`src/design/assert_macros.svh`:
```
// Assertion helpers used by the list sequencer.
`ifndef ASSERT_MACROS_SVH
`define ASSERT_MACROS_SVH

// Check a condition on every clock edge outside reset
`define ASSERT_ALWAYS(label, clk, rst, cond, msg) \
  label: assert property (@(posedge clk) disable iff (rst) (cond)) \
    else $error(msg);

// Check a consequence in the same cycle as its cause
`define ASSERT_IMPLIES(label, clk, rst, ante, cons, msg) \
  label: assert property (@(posedge clk) disable iff (rst) (ante) |-> (cons)) \
    else $error(msg);

// Check a consequence in the cycle after its cause
`define ASSERT_NEXT(label, clk, rst, ante, cons, msg) \
  label: assert property (@(posedge clk) disable iff (rst) (ante) |=> (cons)) \
    else $error(msg);

`endif

```
`src/design/ilist_pkg.sv`:
```
`timescale 1ns / 1ps

package ilist_pkg;

  // Built storage
  localparam int DEPTH      = 64;
  localparam int WORD_WIDTH = 32;

  // Transaction field widths
  localparam int ACTION_W = 3;
  localparam int INDEX_W  = 7;
  localparam int VALUE_W  = 32;
  localparam int STATUS_W = 2;
  localparam int FILL_W   = 7;
  localparam int CAP_W    = 7;

  localparam int CAP_RESET = 64;

  // Derived widths
  localparam int ADDR_W = (DEPTH > 1) ? $clog2(DEPTH) : 1;
  localparam int CNT_W  = $clog2(DEPTH + 1);
  localparam int CMP_W  = (CNT_W > INDEX_W) ? CNT_W : INDEX_W;

  typedef enum logic [ACTION_W-1:0] {
    ACT_READ   = 3'd0,
    ACT_APPEND = 3'd1,
    ACT_INSERT = 3'd2,
    ACT_DELETE = 3'd3,
    ACT_EDIT   = 3'd4,
    ACT_CLEAR  = 3'd5
  } action_t;

  typedef enum logic [STATUS_W-1:0] {
    STS_OK        = 2'd0,
    STS_BAD_INDEX = 2'd1,
    STS_FULL      = 2'd2
  } status_t;

  typedef enum logic [2:0] {
    S_IDLE,
    S_DECODE,
    S_READ_WAIT,
    S_SHIFT,
    S_FINISH,
    S_DONE
  } state_t;

  // Memory port commands from the sequencer
  typedef struct packed {
    logic                  we;
    logic [ADDR_W-1:0]     waddr;
    logic [WORD_WIDTH-1:0] wdata;
    logic                  re;
    logic [ADDR_W-1:0]     raddr;
  } ram_cmd_t;

  // Status from the top level to the sequencer
  typedef struct packed {
    logic             out_free;
    logic [CAP_W-1:0] cap;
  } ctl_stat_t;

  // Finished result handed to the output register
  typedef struct packed {
    logic                load;
    logic [VALUE_W-1:0]  read_value;
    status_t             status;
    logic [FILL_W-1:0]   fill_count;
    logic                is_empty;
    logic                is_full;
  } result_t;

  // Sign-extend (or trim) a stored word to the read port width
  function automatic logic [VALUE_W-1:0] sext_word(input logic [WORD_WIDTH-1:0] w);
    logic signed [WORD_WIDTH-1:0] s;
    s = w;
    return VALUE_W'(s);
  endfunction

endpackage

```
`src/design/ilist_ifs.sv`:
```
`timescale 1ns / 1ps

// Request channel: one list action per transaction
interface ilist_req_if;
  import ilist_pkg::*;

  logic                       valid;
  logic                       ready;
  logic [ACTION_W-1:0]        action;
  logic [INDEX_W-1:0]         index;
  logic signed [VALUE_W-1:0]  value;

  modport source(output valid, action, index, value, input ready);
  modport sink(input valid, action, index, value, output ready);
endinterface

// Response channel: one result per request
interface ilist_rsp_if;
  import ilist_pkg::*;

  logic                       valid;
  logic                       ready;
  logic signed [VALUE_W-1:0]  read_value;
  logic [STATUS_W-1:0]        status;
  logic [FILL_W-1:0]          fill_count;
  logic                       is_empty;
  logic                       is_full;

  modport source(output valid, read_value, status, fill_count, is_empty, is_full,
                 input ready);
  modport sink(input valid, read_value, status, fill_count, is_empty, is_full,
               output ready);
endinterface

```
`src/design/indexed_list_insert_delete.sv`:
```
`timescale 1ns / 1ps

// Ordered list of signed words with read, append, insert, delete, edit and
// clear. Requests arrive on req and each produces exactly one result on rsp;
// both channels use a valid/ready handshake. cfg_we/cfg_wdata set the
// capacity in use (reset 64, clamped to the built depth); write it only
// while the block is idle.
// Append, edit, clear, failed actions and the end-of-list insert or delete
// pass from decode straight to done; a read adds a wait state for the
// registered memory read; an insert or delete in the middle of the list
// first moves the affected entries through the single memory, one entry
// per cycle, then finishes. One request is worked on at a time; req.ready
// is high only while the sequencer is idle.
// A result waits in the output register while rsp.ready is low; the next
// request is still accepted and processed, and only its own result waits
// until the register empties.
// Reset empties the list and restores the capacity; the memory itself is
// not cleared, as only positions below the count are ever read.
module indexed_list_insert_delete (
  input  logic                         clk,
  input  logic                         rst,
  ilist_req_if.sink                    req,
  ilist_rsp_if.source                  rsp,
  input  logic                         cfg_we,
  input  logic [ilist_pkg::CAP_W-1:0]  cfg_wdata
);
  import ilist_pkg::*;

  logic [CAP_W-1:0]      cap;
  ctl_stat_t             ctl;
  ram_cmd_t              ram;
  result_t               res;
  logic [WORD_WIDTH-1:0] rdata;

  logic                  out_valid;
  logic [VALUE_W-1:0]    out_rd;
  status_t               out_st;
  logic [FILL_W-1:0]     out_fill;
  logic                  out_empty;
  logic                  out_full;

  // Capacity register
  always_ff @(posedge clk) begin
    if (rst) begin
      cap <= CAP_W'(CAP_RESET);
    end else if (cfg_we) begin
      cap <= cfg_wdata;
    end
  end

  assign ctl.out_free = !out_valid || rsp.ready;
  assign ctl.cap      = cap;

  ilist_ram #(
    .WIDTH (WORD_WIDTH),
    .DEPTH (DEPTH)
  ) u_ram (
    .clk   (clk),
    .we    (ram.we),
    .waddr (ram.waddr),
    .wdata (ram.wdata),
    .re    (ram.re),
    .raddr (ram.raddr),
    .rdata (rdata)
  );

  ilist_seq u_seq (
    .clk   (clk),
    .rst   (rst),
    .req   (req),
    .ctl   (ctl),
    .rdata (rdata),
    .ram   (ram),
    .res   (res)
  );

  // Output register: hold the result until the receiver takes it
  always_ff @(posedge clk) begin
    if (rst) begin
      out_valid <= 1'b0;
    end else if (res.load) begin
      out_valid <= 1'b1;
    end else if (rsp.ready) begin
      out_valid <= 1'b0;
    end
  end

  always_ff @(posedge clk) begin
    if (res.load) begin
      out_rd    <= res.read_value;
      out_st    <= res.status;
      out_fill  <= res.fill_count;
      out_empty <= res.is_empty;
      out_full  <= res.is_full;
    end
  end

  assign rsp.valid      = out_valid;
  assign rsp.read_value = out_rd;
  assign rsp.status     = out_st;
  assign rsp.fill_count = out_fill;
  assign rsp.is_empty   = out_empty;
  assign rsp.is_full    = out_full;

endmodule

```
`src/design/ilist_ram.sv`:
```
`timescale 1ns / 1ps

module ilist_ram #(
  parameter int WIDTH = 32,
  parameter int DEPTH = 64,
  localparam int ADDR_W = (DEPTH > 1) ? $clog2(DEPTH) : 1
) (
  input  logic              clk,
  input  logic              we,
  input  logic [ADDR_W-1:0] waddr,
  input  logic [WIDTH-1:0]  wdata,
  input  logic              re,
  input  logic [ADDR_W-1:0] raddr,
  output logic [WIDTH-1:0]  rdata
);

  logic [WIDTH-1:0] mem [DEPTH];

  // Write port
  always_ff @(posedge clk) begin
    if (we) begin
      mem[waddr] <= wdata;
    end
  end

  // Registered read port
  always_ff @(posedge clk) begin
    if (re) begin
      rdata <= mem[raddr];
    end
  end

endmodule

```
`src/design/ilist_seq.sv`:
```
`timescale 1ns / 1ps
`include "assert_macros.svh"

module ilist_seq (
  input  logic                        clk,
  input  logic                        rst,
  ilist_req_if.sink                   req,
  input  ilist_pkg::ctl_stat_t        ctl,
  input  logic [ilist_pkg::WORD_WIDTH-1:0] rdata,
  output ilist_pkg::ram_cmd_t         ram,
  output ilist_pkg::result_t          res
);
  import ilist_pkg::*;

  state_t                state, state_next;
  action_t               act, act_next;
  logic [INDEX_W-1:0]    idx, idx_next;
  logic [WORD_WIDTH-1:0] val, val_next;
  logic [CNT_W-1:0]      count, count_next;
  logic [ADDR_W-1:0]     rptr, rptr_next;
  logic [ADDR_W-1:0]     wptr, wptr_next;
  logic                  more, more_next;
  logic                  pend, pend_next;
  logic [VALUE_W-1:0]    res_rd, res_rd_next;
  status_t               res_st, res_st_next;

  logic [CMP_W-1:0]      idx_c, cnt_c, cap_w, cap_c;
  logic [ADDR_W-1:0]     idx_a, cnt_a;
  logic                  full, up, last_rd;

  // Compare index, count and capacity at a common width
  assign idx_c = CMP_W'(idx);
  assign cnt_c = CMP_W'(count);
  assign cap_w = CMP_W'(ctl.cap);
  assign cap_c = (cap_w < CMP_W'(DEPTH)) ? cap_w : CMP_W'(DEPTH);
  assign full  = (cnt_c >= cap_c);
  assign idx_a = ADDR_W'(idx);
  assign cnt_a = ADDR_W'(count);
  assign up    = (act == ACT_INSERT);
  assign last_rd = up ? (rptr == idx_a)
                      : ((CMP_W'(rptr) + CMP_W'(1)) == cnt_c);

  assign req.ready = (state == S_IDLE);

  // Present the finished result
  assign res.load       = (state == S_DONE) && ctl.out_free;
  assign res.read_value = res_rd;
  assign res.status     = res_st;
  assign res.fill_count = FILL_W'(count);
  assign res.is_empty   = (count == '0);
  assign res.is_full    = full;

  // Control registers
  always_ff @(posedge clk) begin
    if (rst) begin
      state <= S_IDLE;
      count <= '0;
      more  <= 1'b0;
      pend  <= 1'b0;
    end else begin
      state <= state_next;
      count <= count_next;
      more  <= more_next;
      pend  <= pend_next;
    end
  end

  // Transaction and pointer registers
  always_ff @(posedge clk) begin
    act    <= act_next;
    idx    <= idx_next;
    val    <= val_next;
    rptr   <= rptr_next;
    wptr   <= wptr_next;
    res_rd <= res_rd_next;
    res_st <= res_st_next;
  end

  // Sequencer: decode, shift one entry per cycle, finish
  always_comb begin
    state_next  = state;
    act_next    = act;
    idx_next    = idx;
    val_next    = val;
    count_next  = count;
    rptr_next   = rptr;
    wptr_next   = wptr;
    more_next   = more;
    pend_next   = pend;
    res_rd_next = res_rd;
    res_st_next = res_st;
    ram         = '0;

    unique case (state)
      S_IDLE: begin
        if (req.valid) begin
          act_next   = action_t'(req.action);
          idx_next   = req.index;
          val_next   = WORD_WIDTH'(req.value);
          state_next = S_DECODE;
        end
      end

      S_DECODE: begin
        res_rd_next = '0;
        res_st_next = STS_OK;
        state_next  = S_DONE;
        unique case (act)
          ACT_READ: begin
            if (idx_c < cnt_c) begin
              ram.re     = 1'b1;
              ram.raddr  = idx_a;
              state_next = S_READ_WAIT;
            end else begin
              res_rd_next = '1;
              res_st_next = STS_BAD_INDEX;
            end
          end
          ACT_APPEND: begin
            if (full) begin
              res_st_next = STS_FULL;
            end else begin
              ram.we     = 1'b1;
              ram.waddr  = cnt_a;
              ram.wdata  = val;
              count_next = count + CNT_W'(1);
            end
          end
          ACT_INSERT: begin
            if (idx_c > cnt_c) begin
              res_st_next = STS_BAD_INDEX;
            end else if (full) begin
              res_st_next = STS_FULL;
            end else if (idx_c == cnt_c) begin
              ram.we     = 1'b1;
              ram.waddr  = idx_a;
              ram.wdata  = val;
              count_next = count + CNT_W'(1);
            end else begin
              rptr_next  = ADDR_W'(count - CNT_W'(1));
              more_next  = 1'b1;
              pend_next  = 1'b0;
              state_next = S_SHIFT;
            end
          end
          ACT_DELETE: begin
            if (idx_c >= cnt_c) begin
              res_st_next = STS_BAD_INDEX;
            end else if ((idx_c + CMP_W'(1)) == cnt_c) begin
              count_next = count - CNT_W'(1);
            end else begin
              rptr_next  = idx_a + ADDR_W'(1);
              more_next  = 1'b1;
              pend_next  = 1'b0;
              state_next = S_SHIFT;
            end
          end
          ACT_EDIT: begin
            if (idx_c >= cnt_c) begin
              res_st_next = STS_BAD_INDEX;
            end else begin
              ram.we    = 1'b1;
              ram.waddr = idx_a;
              ram.wdata = val;
            end
          end
          ACT_CLEAR: begin
            count_next = '0;
          end
          default: begin
          end
        endcase
      end

      S_READ_WAIT: begin
        res_rd_next = sext_word(rdata);
        state_next  = S_DONE;
      end

      S_SHIFT: begin
        // Issue the next read while the previous word is written back
        if (more) begin
          ram.re    = 1'b1;
          ram.raddr = rptr;
          pend_next = 1'b1;
          wptr_next = up ? rptr + ADDR_W'(1) : rptr - ADDR_W'(1);
          if (last_rd) begin
            more_next = 1'b0;
          end else begin
            rptr_next = up ? rptr - ADDR_W'(1) : rptr + ADDR_W'(1);
          end
        end else begin
          pend_next = 1'b0;
        end
        if (pend) begin
          ram.we    = 1'b1;
          ram.waddr = wptr;
          ram.wdata = rdata;
        end
        if (!more && pend) begin
          state_next = S_FINISH;
        end
      end

      S_FINISH: begin
        // Drop the new word into the gap, or close the list up
        if (up) begin
          ram.we     = 1'b1;
          ram.waddr  = idx_a;
          ram.wdata  = val;
          count_next = count + CNT_W'(1);
        end else begin
          count_next = count - CNT_W'(1);
        end
        state_next = S_DONE;
      end

      S_DONE: begin
        if (ctl.out_free) begin
          state_next = S_IDLE;
        end
      end

      default: begin
        state_next = S_IDLE;
      end
    endcase
  end

  `ASSERT_ALWAYS(a_count_max, clk, rst, count <= CNT_W'(DEPTH), "entry count beyond depth")
  `ASSERT_IMPLIES(a_port_clash, clk, rst, ram.we && ram.re, ram.waddr != ram.raddr, "shift read and write share an address")
  `ASSERT_NEXT(a_count_hold, clk, rst, state == S_SHIFT || state == S_READ_WAIT || state == S_DONE, $stable(count), "entry count moved mid transaction")

endmodule
```
`src/flat_wrapper.sv`:
```
// flat-port wrapper written by rule: the top's interface ports become plain ports
module indexed_list_insert_delete_flat import ilist_pkg::*;
  (clk, rst, cfg_we, cfg_wdata, req_valid, req_action, req_index, req_value, req_ready, rsp_valid, rsp_read_value, rsp_status, rsp_fill_count, rsp_is_empty, rsp_is_full, rsp_ready);
  ilist_req_if req_i ();
  ilist_rsp_if rsp_i ();
  input  logic clk;
  input  logic rst;
  input  logic cfg_we;
  input  logic [ilist_pkg::CAP_W-1:0] cfg_wdata;
  input wire logic [$bits(req_i.valid)-1:0] req_valid;
  input wire logic [$bits(req_i.action)-1:0] req_action;
  input wire logic [$bits(req_i.index)-1:0] req_index;
  input wire logic [$bits(req_i.value)-1:0] req_value;
  output wire logic [$bits(req_i.ready)-1:0] req_ready;
  output wire logic [$bits(rsp_i.valid)-1:0] rsp_valid;
  output wire logic [$bits(rsp_i.read_value)-1:0] rsp_read_value;
  output wire logic [$bits(rsp_i.status)-1:0] rsp_status;
  output wire logic [$bits(rsp_i.fill_count)-1:0] rsp_fill_count;
  output wire logic [$bits(rsp_i.is_empty)-1:0] rsp_is_empty;
  output wire logic [$bits(rsp_i.is_full)-1:0] rsp_is_full;
  input wire logic [$bits(rsp_i.ready)-1:0] rsp_ready;
  assign req_i.valid = req_valid;
  assign req_i.action = req_action;
  assign req_i.index = req_index;
  assign req_i.value = req_value;
  assign req_ready = req_i.ready;
  assign rsp_valid = rsp_i.valid;
  assign rsp_read_value = rsp_i.read_value;
  assign rsp_status = rsp_i.status;
  assign rsp_fill_count = rsp_i.fill_count;
  assign rsp_is_empty = rsp_i.is_empty;
  assign rsp_is_full = rsp_i.is_full;
  assign rsp_i.ready = rsp_ready;
  indexed_list_insert_delete u_core (.clk(clk), .rst(rst), .req(req_i), .rsp(rsp_i), .cfg_we(cfg_we), .cfg_wdata(cfg_wdata));
endmodule
```
`config.mk`:
```
export PLATFORM = sky130hd
export DESIGN_NAME = indexed_list_insert_delete_flat
export DESIGN_NICKNAME = d
export VERILOG_FILES = /design/src/design/ilist_pkg.sv /design/src/design/ilist_ifs.sv /design/src/design/indexed_list_insert_delete.sv /design/src/design/ilist_ram.sv /design/src/design/ilist_seq.sv /design/src/flat_wrapper.sv
export VERILOG_INCLUDE_DIRS = /design/src /design/src/design
export SDC_FILE = /design/constraint.sdc
export NUM_CORES = 2
export LEC_CHECK = 0
export ABC_AREA = 0
export ABC_CLOCK_PERIOD_IN_PS = 7400
export BUFFER_PORTS_ARGS = -buffer_cell sky130_fd_sc_hd__clkbuf_2
export CAP_MARGIN = 10
export CELL_PAD_IN_SITES_DETAIL_PLACEMENT = 0
export CELL_PAD_IN_SITES_GLOBAL_PLACEMENT = 1
export CORE_ASPECT_RATIO = 2
export CORE_MARGIN = 2
export CORE_UTILIZATION = 53
export CTS_CLUSTER_SIZE = 16
export DETAILED_ROUTE_END_ITERATION = 8
export GPL_TIMING_DRIVEN = 0
export PLACE_DENSITY_LB_ADDON = 0.1
export SLEW_MARGIN = 20
export SYNTH_ARGS = -nofsm -noshare
export SYNTH_HDL_FRONTEND = slang
export SYNTH_SLANG_ARGS = --single-unit
export TNS_END_PERCENT = 30
```
`constraint.sdc`:
```
create_clock -name clk -period 7.4 [get_ports clk]
set_input_delay 2.22 -clock clk [delete_from_list [all_inputs] [get_ports clk]]
set_output_delay 2.22 -clock clk [all_outputs]
set_load 0.01 [all_outputs]
```
After elaboration in Yosys (flattened, before gate mapping). Memory sizes are Yosys's and may differ from the RTL's. A register that Yosys moved wholly into a read port is not among the register bits. Cells that the tools add are included.

Input bits: 54. Register bits: 151. Bits in writable memories: 2048. Memories kept: 1. Output and inout port bits: 45. ROM bits: 0. Latch bits: 0.

Memory list: u_core.u_ram.mem (depth 64, bits a word 32, rd ports 1, clocked after memory_dff 1, write ports 1, RTL line ilist_ram.sv:17) `logic [WIDTH-1:0] mem [DEPTH];`.

Bitwise operators: 0. Mux-type cells: 75. Reductions and logical operators: 20. Div/mod/pow operators: 0. $add $sub $neg: 7. Shift-type cells: 0. $lt $le $gt $ge: 5. Multipliers: 0. Equality and inequality tests: 29.

Operators by type and width (count): 39-bit 2-to-1 mux (7); 39-bit case mux with 3 select lines (2); 7-bit 2-to-1 mux (11); 32-bit 2-to-1 mux (2); 32-bit case mux with 2 select lines (1); 6-bit 2-to-1 mux (9); 7-bit case mux with 2 select lines (2); 7-bit case mux with 4 select lines (1); 3-bit 2-to-1 mux (9); 3-bit inequality test, second input constant (8); 6-bit case mux with 2 select lines (2); 7-bit == test (3); 1-bit 2-to-1 mux (20); 3-bit case mux with 5 select lines (1); 7-bit by 1-bit adder with 7-bit output, second input constant (2); 7-bit greater-or-equal comparator (2); 6-bit by 1-bit adder with 6-bit output, second input constant (2); 3-bit by 2-bit == test with 1-bit output, second input constant (4); 3-bit == test, second input constant (4); 2-bit inequality test, second input constant (5); 3-bit case mux with 3 select lines (1); 9-bit AND reduction (1); 1-bit case mux with 2 select lines (4); 2-bit case mux with 4 select lines (1); other kinds (22) (32).

Depth between registers and ports, before layout.
Depth after elaboration: 9. Mapped depth: 16.

By module. Synthesis repeated with hierarchy kept, for this count alone.

Cells, all modules: 4126. Area, all modules: 86765.7 um^2.

Modules (own cells, without submodules): ilist_ram (instances 1, area each 79359.9 um^2, cells an instance 3511, sequential area each 62459.9 um^2); ilist_seq (instances 1, area each 5823.1 um^2, cells an instance 545, sequential area each 2882.8 um^2); indexed_list_insert_delete (instances 1, area each 1582.8 um^2, cells an instance 70, sequential area each 1451.4 um^2).

Worst setup path after synthesis. Ideal clock, no wire load.

Path kind: reg2reg. Start point: register u_core.u_seq.count[3] (netlist: u_core.u_seq.cnt_c[3]). End point: memory u_core.u_ram.mem[45][0], enable pin. Data arrival time: 6.086 ns. Stages on the path, launching flop included: 14. Period minus slack after synthesis: 6.587 ns. Path slack: 0.813 ns. Data required time: 6.899 ns. Cell sequence: dfxtp_1 -> clkbuf_1 -> inv_1 -> ha_1 -> nand4_1 -> a21oi_4 -> nor2_2 -> nand2_1 -> nor2_1 -> o211a_1 -> o21ai_0 -> o211ai_1 -> clkbuf_1 -> nor4_1.

Word-level cells in the longest chain between the ends: 8. Elaborated cells between the ends (all ways): 13. Those cells by class: 3 x order compare; 1 x eq/ne; 9 x mux.

Ends and longest elaborated chain: from (decl) (RTL line ilist_seq.sv:19) `logic [CNT_W-1:0] count, count_next;`; from (signal assigned) (RTL line ilist_seq.sv:62) `count <= count_next;`; parallel branches: the longest is 4 deep, another holds 7-bit greater-or-equal comparator; 39-bit case mux with 3 select lines (*) (RTL line ilist_seq.sv:108) `unique case (act)`; 39-bit case mux with 3 select lines (*) (RTL line ilist_seq.sv:94) `unique case (state)`; 1-bit 2-to-1 mux (RTL line ilist_ram.sv:21) `if (we) begin`; 1-bit 2-to-1 mux (not written as such) (RTL line ilist_ram.sv:22) `mem[waddr] <= wdata;`; to (decl) (RTL line ilist_ram.sv:17).

Every way passes the cells marked *.

Worst setup path after layout.
Start point: register u_core.u_seq.count[3] (netlist: u_core.u_seq.cnt_c[3]). End point: register u_core.u_ram.rdata[14], read port of u_core.u_ram.mem (data pin).

Word-level cells in the longest chain between the ends: 4.

Ends and longest elaborated chain: 7-bit < comparator (RTL line ilist_seq.sv:110) `if (idx_c < cnt_c) begin`; 7-bit 2-to-1 mux (RTL line ilist_seq.sv:110); 7-bit 2-to-1 mux (RTL line ilist_seq.sv:108); 7-bit case mux with 2 select lines (RTL line ilist_seq.sv:94); to (decl) (RTL line ilist_ram.sv:14) `output logic [WIDTH-1:0] rdata`.

No other way between the ends. A chain may end at the register's enable or synchronous reset.

==> metrics <==
outcome=finished, final reports clean; Leak=38.0 nW; Die Width=293 µm; Synth Net Count=6173; Row Count=212; Crit path max-delay family=compound AO/OA/AOI/OAI gates; CTS root buf=clkbuf_16; Synth area leader=edfxtp_1; met2 Resource Use GR=0.686; DP Cell Count=8733; vias in the first global route=58300; adder-cell share of the synthesized area=0.00283; # DRC=0; Max Fclk=142 MHz; Setup Skew=0.0469 ns; port bufs=96; fraction of registers with async set/reset=0; I/O pin count=99; ratio of cells with drive above 1 in the final layout=0.164; Post-synth top flop=edfxtp_1; Clock power frac=0.403; Switch Pwr=0.00541 W; CP Buf/Inv Count=5; Setup TNS=0 ns; fin crit share=0.954; slew at the pin with the worst max-slew slack=1.31 ns; Distinct cells, synth=86; Worst Slack Setup Final=0.341 ns; Routed WL=361 mm; max-cap violations=0; Reg power frac=0.558; final hold vios=0; DR iter-0 viols=8028; Tmin final=7.06 ns; post-cts sizing count=0; setup bufs post-CTS=0; Post-synth EDFFs=2211; Levels on crit path=14; maximum vdd ir drop=0.247 mV; total core area=166000 µm²; RSZ-0062 raised after global routing=no; min-delay worst type=reg -> reg; Tot GR Track Use=0.421; Longest Clk Path Bufs=4; CP arrival=7.73 ns; Starting Density=0.532; grt total ovfl=0; Synth top area share=0.750; Vias/cell=6.63; ranking of synthesized cells by area=edfxtp_1 75%, nand2_1 4.8%, a21oi_1 3.3%, mux2i_1 3.2%, a221oi_1 2.3%; crit path launch type=register; CP most frequent cell=a21oi_1; Max FO, Critical Path=10; First-pass DRT Iterations=7; global-route wire length before repair=482 mm; critical path type=reg -> reg; Final #Nets=6869; count leader, synth=edfxtp_1; TritonCTS Sinks=2231; syn avg cell area=14.5 µm²; Place WS=0.644 ns; Pint=0.0196 W; slowest CP cell=a221oi_1; worst hold slack=0.418 ns; CTS HTree Levels=4; die area=170000 µm²; Power Density=246 nW/µm²; Critical Path RT=8.07 ns; synth warn=0; worst-case reg-to-reg path depth=14; post-synthesis sequential area ratio=0.755; hpwl dp=265 mm; worst hold path depth=0; Syn-to-layout area delta=15.0%; hold_buf cts=0; Slew Limit Fails=0; initial antenna violation count=27; met3 Usage GRT=0.0899; Yosys reg bits=2231; post-synthesis compound-gate area fraction=0.0993; Die Ht=582 µm; Final setup viols=0; Final Wtd Congestion=1.02; Slew HR=0.124; clk slew on worst S/H paths=0.06 ns; clock latency on the worst-skew pair=0.88 ns; final antenna-violating net count=0; TritonCTS clock tree=done; Post-Layout Cell Count=9093; post-synth design cell area=88500 µm²; Worst setup EP type=register; post-synthesis mux area share=0.0326; GR peak layer=met2; largest family of logic cells by synthesized area=compound AO/OA/AOI/OAI gates; slowest stage delay, CP=1.10 ns; switching power share of the total=0.216; combinational share of power=0.039; Mapped Cells=6099; Simple-Gate Fraction of Synth Area=0.0833; CTS buffer count=198; pin count of the biggest net entering global routing=65; commonest cells in the synthesized netlist=2211 x edfxtp_1, 1134 x nand2_1, 577 x a21oi_1; CP cell instances=clkbuf_1 -> inv_1 -> ha_1 -> nand4_1 -> a21oi_4 -> o31a_1 -> buf_4 -> buf_2 -> buf_1 -> a21oi_1 -> a221oi_1 -> a21oi_1 -> a32oi_1 -> a21o_1; Tot Pwr=0.0250 W; xor/xnor share of the synthesized area=0.00376; GRT met1 Usage=0.453; WL/cell=39.7 µm; Vias=60300
-- layer usage --
metal  vias up  share of wire  routed length, µm
li1      24800              -                  -
met1     30300           0.32             114000
met2      3917           0.48             172000
met3      1249          0.090              32500
met4        22           0.12              42900
met5         -        0.00039                140
-- logic make-up (layout without fill, tap and decap cells) --
kind of cell,after synthesis,after routing
AND/OR/NAND/NOR,1763,1763
flip-flops,2231,2231
XOR/XNOR,38,38
AO/OA/AOI/OAI,1311,1311
multiplexers,288,288
buffers and inverters,448,1286
adder cells (fa/ha/maj),20,20
other,0,16
-- layout by cell type, fill, tap and decap left out, drive strengths merged, types with 32 or more instances in the layout --
cell	instances
clkinv	73
edfxtp	2211
mux2i	286
o21ai	35
and3	33
nand2	1134
buf	632
nor3	68
a21oi	578
a21o	51
a31oi	105
clkbuf	545
a221oi	234
a22o	40
nor4	66
o22ai	40
nor2	209
nand3	211
a211oi	32
-- power by group through the flow --
stage / clock, W / combinational, W / sequential (W)
2_1_floorplan: 0 / 0.000497 / 0.0142
3_3_place_gp: 0 / 0.000879 / 0.0142
3_5_place_dp: 0 / 0.000949 / 0.0142
4_1_cts: 0.0101 / 0.000952 / 0.0139
5_1_grt: 0.0105 / 0.00102 / 0.0139
6_report: 0.0101 / 0.000981 / 0.0139
-- layout make-up --
type,count,area (µm²)
antenna,16,40.0
clock inverter,86,676
multi-input combinational,3420,20500
fill,12800,64600
clock buffer,256,5330
buffer,425,2000
timing repair buffer,496,3650
inverter,23,98.8
sequential,2231,66800
tap,2140,2680
-- registers in the layout, indices dropped and copies added (netlist names), 32 cells and up --
name,cells
u_core.rsp.read_value,32
u_core.u_ram.mem,2048
u_core.u_ram.rdata,32
u_core.u_seq.res_rd,32
u_core.u_seq.val,32
-- path summary, 6_finish.rpt --
kind,start,end,slack [ns]
worst max register to register,u_core.u_seq.cnt_c[3],u_core.u_ram.rdata[14],0.34
worst min-delay path,u_core.u_seq.res_rd[10],u_core.rsp.read_value[10],0.42
worst min register to register,u_core.u_seq.res_rd[10],u_core.rsp.read_value[10],0.42
worst max-delay path,u_core.u_seq.cnt_c[3],u_core.u_ram.rdata[14],0.34
-- stage by stage --
stage          area (µm²)  utilization
6_report           102000        0.612
5_1_grt            102000        0.612
4_1_cts            102000        0.611
3_5_place_dp        95600        0.575
3_3_place_gp        91600        0.551
2_1_floorplan       88500            -
No activity file was read; power rests on OpenSTA's default activity.
